`src/rtl/core/dtoi_pkg.sv`:
```
// Types and constants shared by the decimal text to int32 converter.
// No dependencies.
`default_nettype none

package dtoi_pkg;

  localparam int unsigned CodeW = 16;
  localparam int unsigned ValW  = 32;
  localparam int unsigned AccW  = 36;

  localparam logic [CodeW-1:0] CH_ZERO  = 16'd48;
  localparam logic [CodeW-1:0] CH_NINE  = 16'd57;
  localparam logic [CodeW-1:0] CH_MINUS = 16'd45;

  localparam logic [AccW-1:0] POS_LIMIT = 36'd2147483647;
  localparam logic [AccW-1:0] NEG_LIMIT = 36'd2147483648;

  typedef enum logic [1:0] {
    ST_OK        = 2'd0,
    ST_BAD_CHAR  = 2'd1,
    ST_OVERFLOW  = 2'd2,
    ST_NO_DIGITS = 2'd3
  } status_e;

  typedef struct packed {
    logic       is_digit;
    logic       is_minus;
    logic [3:0] digit;
  } char_t;

  typedef struct packed {
    status_e              status;
    logic signed [ValW-1:0] value;
  } result_t;

endpackage

`default_nettype wire

```
`src/rtl/core/dtoi_char_class.sv`:
```
// Character classifier: digit, minus sign, digit value.
// Depends on dtoi_pkg.
`default_nettype none

module dtoi_char_class (
  input  logic [15:0]    code_i,
  output dtoi_pkg::char_t class_o
);
  import dtoi_pkg::*;

  logic [CodeW-1:0] diff;

  always_comb begin
    diff              = code_i - CH_ZERO;
    class_o.is_digit  = code_i inside {[CH_ZERO:CH_NINE]};
    class_o.is_minus  = (code_i == CH_MINUS);
    class_o.digit     = diff[3:0];
  end

endmodule

`default_nettype wire

```
`src/rtl/core/dtoi_accum.sv`:
```
// Accumulator: magnitude, sign and error flags, one character per step,
// with the result of the final character. Depends on dtoi_pkg.
`default_nettype none

module dtoi_accum (
  input  logic              clk_i,
  input  logic              rst_ni,
  input  logic              step_i,
  input  dtoi_pkg::char_t   class_i,
  input  logic              last_i,
  output dtoi_pkg::result_t result_o
);
  import dtoi_pkg::*;

  logic [ValW-1:0] mag_q, mag_d;
  logic            neg_q, neg_d;
  logic            first_q, first_d;
  logic            digit_q, digit_d;
  logic            bad_q, bad_d;
  logic            ovf_q, ovf_d;

  logic [AccW-1:0] mag_ext;
  logic [AccW-1:0] next_mag;
  logic [AccW-1:0] limit;

  always_comb begin
    mag_ext  = {{(AccW-ValW){1'b0}}, mag_q};
    next_mag = (mag_ext << 3) + (mag_ext << 1) + {{(AccW-4){1'b0}}, class_i.digit};
    limit    = neg_q ? NEG_LIMIT : POS_LIMIT;

    mag_d   = mag_q;
    neg_d   = neg_q;
    digit_d = digit_q;
    bad_d   = bad_q;
    ovf_d   = ovf_q;
    first_d = 1'b0;

    if (first_q && class_i.is_minus) begin
      neg_d = 1'b1;
    end else if (class_i.is_digit) begin
      digit_d = 1'b1;
      if (!ovf_q) begin
        if (next_mag > limit) begin
          ovf_d = 1'b1;
        end else begin
          mag_d = next_mag[ValW-1:0];
        end
      end
    end else begin
      bad_d = 1'b1;
    end

    result_o.value = '0;
    if (bad_d) begin
      result_o.status = ST_BAD_CHAR;
    end else if (ovf_d) begin
      result_o.status = ST_OVERFLOW;
    end else if (!digit_d) begin
      result_o.status = ST_NO_DIGITS;
    end else begin
      result_o.status = ST_OK;
      result_o.value  = neg_d ? ($signed(ValW'(0)) - $signed(mag_d)) : $signed(mag_d);
    end
  end

  always_ff @(posedge clk_i or negedge rst_ni) begin
    if (!rst_ni) begin
      mag_q   <= '0;
      neg_q   <= 1'b0;
      first_q <= 1'b1;
      digit_q <= 1'b0;
      bad_q   <= 1'b0;
      ovf_q   <= 1'b0;
    end else if (step_i) begin
      if (last_i) begin
        mag_q   <= '0;
        neg_q   <= 1'b0;
        first_q <= 1'b1;
        digit_q <= 1'b0;
        bad_q   <= 1'b0;
        ovf_q   <= 1'b0;
      end else begin
        mag_q   <= mag_d;
        neg_q   <= neg_d;
        first_q <= first_d;
        digit_q <= digit_d;
        bad_q   <= bad_d;
        ovf_q   <= ovf_d;
      end
    end
  end

endmodule

`default_nettype wire

```
`src/rtl/core/decimal_text_to_int32.sv`:
```
// Top level: decimal text to signed 32-bit integer converter.
// Depends on dtoi_pkg, dtoi_char_class, dtoi_accum.
//
//   channel  | dir | tdata                    | tuser       | tlast
//   s_axis   | in  | [15:0] code_unit         | -           | last character
//   m_axis   | out | [31:0] value             | [1:0] status| -
//
// One word per cycle sustained, unless a last word waits on a full result register;
// input register, then one step of the accumulator (shift-add by ten, add, compare)
// into the result register, which holds the result until it is taken.
// Reset clears all flags and the magnitude; the first character may be a minus.
// Only a last word waits on a full result register; other words never stall.
`default_nettype none

module decimal_text_to_int32 (
  input  logic        clk_i,
  input  logic        rst_ni,
  input  logic        s_axis_tvalid_i,
  output logic        s_axis_tready_o,
  input  logic [15:0] s_axis_tdata_i,   // [15:0] code_unit
  input  logic        s_axis_tlast_i,
  output logic        m_axis_tvalid_o,
  input  logic        m_axis_tready_i,
  output logic [31:0] m_axis_tdata_o,   // [31:0] value
  output logic [1:0]  m_axis_tuser_o    // [1:0] status
);
  import dtoi_pkg::*;

  logic             in_valid_q;
  logic [CodeW-1:0] in_code_q;
  logic             in_last_q;
  logic             out_valid_q;
  result_t          out_res_q;

  logic    out_free;
  logic    step;
  logic    res_load;
  char_t   cls;
  result_t res;

  assign out_free        = !out_valid_q || m_axis_tready_i;
  assign step            = in_valid_q && (!in_last_q || out_free);
  assign res_load        = step && in_last_q;
  assign s_axis_tready_o = !in_valid_q || step;

  dtoi_char_class u_class (
    .code_i  (in_code_q),
    .class_o (cls)
  );

  dtoi_accum u_accum (
    .clk_i    (clk_i),
    .rst_ni   (rst_ni),
    .step_i   (step),
    .class_i  (cls),
    .last_i   (in_last_q),
    .result_o (res)
  );

  always_ff @(posedge clk_i or negedge rst_ni) begin
    if (!rst_ni) begin
      in_valid_q  <= 1'b0;
      out_valid_q <= 1'b0;
    end else begin
      if (s_axis_tready_o) begin
        in_valid_q <= s_axis_tvalid_i;
      end
      if (res_load) begin
        out_valid_q <= 1'b1;
      end else if (m_axis_tready_i) begin
        out_valid_q <= 1'b0;
      end
    end
  end

  always_ff @(posedge clk_i) begin
    if (s_axis_tready_o && s_axis_tvalid_i) begin
      in_code_q <= s_axis_tdata_i;
      in_last_q <= s_axis_tlast_i;
    end
    if (res_load) begin
      out_res_q <= res;
    end
  end

  assign m_axis_tvalid_o = out_valid_q;
  assign m_axis_tdata_o  = out_res_q.value;
  assign m_axis_tuser_o  = out_res_q.status;

  // error results carry a zero value
  assert property (@(posedge clk_i) disable iff (!rst_ni)
    (m_axis_tvalid_o && (m_axis_tuser_o != ST_OK)) |-> (m_axis_tdata_o == '0))
    else $error("nonzero value with error status");

  // a result is never overwritten before it is taken
  assert property (@(posedge clk_i) disable iff (!rst_ni)
    (out_valid_q && !m_axis_tready_i) |-> !res_load)
    else $error("result register overwritten while stalled");

  // a word waiting in the input register only stalls when it is a last word
  assert property (@(posedge clk_i) disable iff (!rst_ni)
    (in_valid_q && !step) |-> (in_last_q && out_valid_q && !m_axis_tready_i))
    else $error("input stalled without a blocked result");

endmodule

`default_nettype wire

```
`config.mk`:
```
export PLATFORM = sky130hd
export DESIGN_NAME = decimal_text_to_int32
export DESIGN_NICKNAME = d
export VERILOG_FILES = /design/src/rtl/core/dtoi_pkg.sv /design/src/rtl/core/dtoi_char_class.sv /design/src/rtl/core/dtoi_accum.sv /design/src/rtl/core/decimal_text_to_int32.sv
export SDC_FILE = /design/constraint.sdc
export NUM_CORES = 1
export LEC_CHECK = 0
export BUFFER_PORTS_ARGS = -buffer_cell sky130_fd_sc_hd__buf_2
export CORE_MARGIN = 2
export CORE_UTILIZATION = 60
export DETAILED_ROUTE_END_ITERATION = 10
export PLACE_DENSITY_LB_ADDON = 0.05
export SYNTH_ARGS = -nofsm -noshare
export SYNTH_HDL_FRONTEND = slang
export SYNTH_SLANG_ARGS = --single-unit
```
`constraint.sdc`:
```
create_clock -name clk_i -period 18.1 [get_ports clk_i]
set_clock_uncertainty 0.05 [all_clocks]
set_input_delay 0.905 -clock clk_i [delete_from_list [all_inputs] [get_ports clk_i]]
set_output_delay 0.905 -clock clk_i [all_outputs]
set_load 0.02 [all_outputs]
```
==> run metrics <==
vias per std cell 6.500; count of input and output buffers 56; share of synthesized cell area in and, or, nand and nor gates between 10% and 20%; Ant. Diodes 0; CTS tree yes; antenna violations before repair 0; number of placed I/O pins 57; vertical die dimension 118.9 um; fraction of synthesized area in multiplexers about 5.6%; DRT Wirelength approximately 23 mm; H-tree levels 3; kind of critical path reg -> reg; crit path buf inv count 2; clock latency reported for the late side of the worst-skew pair about 0.35 ns; detailed-route wire length per cell 20.74 um; Hold Path Class reg -> reg; placement-stage worst setup slack between 9 and 10 ns; Longest Clk Path Bufs 2; chip width roughly 120 um; combined global-route utilization of all metal layers roughly a third; gpl congestion 0.9988; highest net fanout along the worst path between 50 and 60; Async S/R FF share, synth about 43%; die area about 0.014 sq mm; number of global-route vias before repair 7071; post-route minimum period 8.903 ns; Critical Path AT around 9.1 ns; fraction of the yosys area taken by sequential cells 31.67%; Max rail drop VDD approximately 0.070 mV; unrepaired setup endpoints after global routing false; xor and xnor area share after synthesis approximately 5.7%; number of detailed-route iterations in the first pass 6; antenna-violating nets left 0; mean instance size in the synthesized netlist between 9 and 10 sq um; Worst Path Required roughly 18 ns; Synth Cell Area between 0.007 and 0.008 sq mm; max capacitance violation total 0; Post-Synthesis Cells 876; setup violators final 0; remaining design rule violation count 0; Synth Area in Adders between 15 and 20%; register-to-register setup slack between 9 and 10 ns; Core Area 0.01277 sq mm; sum of negative setup slack 0 ns; Final HPWL DP approximately 18 mm; endpoints failing hold 0; number of distinct standard cells referenced by the synthesized netlist 72; count of nets after finishing a little over 1000; Final Cycle Share between 40% and 50%; synthesis-stage register bit count 90; Post-CTS Repair Setup Buffers 0; Ys Warns 0; endpoint class of the critical path flip-flop; max frequency 112.3 MHz; hold buffer count at CTS 0; remaining max-slew budget at the tightest pin 30.35%; longest individual stage delay on the worst path 0.71 ns; result of the run finished, final reports clean; top flip-flop cell by instance count after synthesis edfxtp_1; area delta synth->final 8.387%; Top Family by Delay on Critical Path compound AO/OA/AOI/OAI gates; overflow left after global routing 0; largest net degree at the start of global routing 53; power per standard cell area just over 50 mW/mm^2; number of clock buffers inserted by TritonCTS 9; static leakage approximately 3.7 nW; kind of launch point of the worst setup path flip-flop; area fraction in compound gates after synthesis 19.27%; total number of vias roughly 7100; largest family of logic cells by synthesized area compound AO/OA/AOI/OAI gates; clock transition at the register clock pins on the worst setup and hold paths after CTS 0.07 ns; fraction of final layout cells sized beyond drive strength 1 between 10% and 20%; initial core utilization 62.01%; Detailed Route Iter0 Violations 550; clock sinks 90; number of pins exceeding their max-slew limit in the final report 0; Root Buffer clkbuf_16; Final Worst Setup Slack about 9.2 ns; number of rows created at floorplan 41; EDFF count, synth 51; Least-Margin Pin Slew about 1.0 ns; first-pass GRT wire length 36.07 mm; Max stage delay cell, worst path or4b_2; total nets after synthesis ~1000; filler cell count 1065; Resized Gates After CTS 0
## registers in the layout, indices dropped and copies added, names as in the netlist, 2 cells and up
register and flops:
in_code_q 16, u_accum.mag_q 32, m_axis_tdata_o 32, m_axis_tuser_o 2
## worst paths after layout
kind | from | end | cells after the start
max | u_accum.mag_q[2] | m_axis_tdata_o[30] | 29
min | u_accum.first_q | u_accum.first_q | 2
max reg2reg | u_accum.mag_q[2] | m_axis_tdata_o[30] | 29
min in group asynchronous | rst_ni | u_accum.mag_q[30] | 1
min reg2reg | u_accum.first_q | u_accum.first_q | 2
max in group asynchronous | rst_ni | u_accum.mag_q[2] | 1
## cell usage after synthesis (all sizes together), types with 14 or more instances
master | count | area share (%)
ha | 96 | 15
nor2 | 93 | 4.4
nand2 | 73 | 3.5
a21oi | 64 | 4.0
o21ai | 61 | 3.9
edfxtp | 51 | 19
dfrtp | 38 | 12
mux2i | 35 | 4.4
xnor2 | 28 | 3.1
nor3 | 24 | 1.5
xor2 | 24 | 2.7
clkbuf | 23 | 1.1
inv | 21 | 1.0
nand4 | 19 | 1.5
a211oi | 14 | 1.4
## logic make-up (layout without fill, tap and decap cells)
group,Yosys count,in the layout
simple gates,304,304
fa+ha+maj,98,98
mux,43,43
flops,90,90
compound gates,234,234
buf+inv,55,99
xor+xnor,52,52
## layout by cell type, fill, tap and decap left out, types with 21 or more instances in the layout
cell type / instances
a21oi_1: 64
buf_2: 56
dfrtp_1: 38
edfxtp_1: 51
ha_1: 96
inv_1: 21
mux2i_1: 35
nand2_1: 73
nor2_1: 93
nor3_1: 24
o21ai_0: 55
xnor2_1: 28
xor2_1: 24
## final cells by class
class | instances | area [sq um] | area share, %
multi-input combinational | 731 | 5169 | 60.20
tap | 172 | 215.2 | 2.507
timing repair buffer | 62 | 325.3 | 3.789
inverter | 21 | 78.83 | 0.9181
sequential | 90 | 2509 | 29.22
clock inverter | 5 | 56.30 | 0.6558
clock buffer | 11 | 232.7 | 2.711
## layer usage
layer  vias to the layer above  track usage [%]  routed length, um
li1                       3390                -                  -
met5                         -                0                  0
met2                       247            57.83              11450
met3                        60            5.172               1264
met1                      3401            38.85               9115
met4                         0            13.76                827
## power breakdown
| group | internal [mW] | switching [mW] |
|---|---|---|
| registers | 0.224 | 0.00322 |
| logic | 0.00660 | 0.0180 |
| clock network | 0.107 | 0.0797 |
## per-stage QoR
| stage | instances | area, sq um | power [mW] | hold slack [ns] | utilization [%] |
|---|---|---|---|---|---|
| 2_1_floorplan | 876 | 7921 | 0.2439 | 0.3894 | - |
| 3_3_place_gp | 1076 | 8297 | 0.2550 | 0.4217 | 64.95 |
| 3_5_place_dp | 1076 | 8297 | 0.2559 | 0.4163 | 64.95 |
| 4_1_cts | 1092 | 8586 | 0.4406 | 0.4333 | 67.22 |
| 5_1_grt | 1092 | 8586 | 0.4500 | 0.4502 | 67.22 |
| 6_report | 1092 | 8586 | 0.4387 | 0.4384 | 67.22 |
## tightest hold or removal path, delay by kind of cell (launching register included)
kind             cells  cell delay [ns]
flip-flops           1             0.39
AND/OR/NAND/NOR      2             0.10
(Power assumes the default switching activity.)
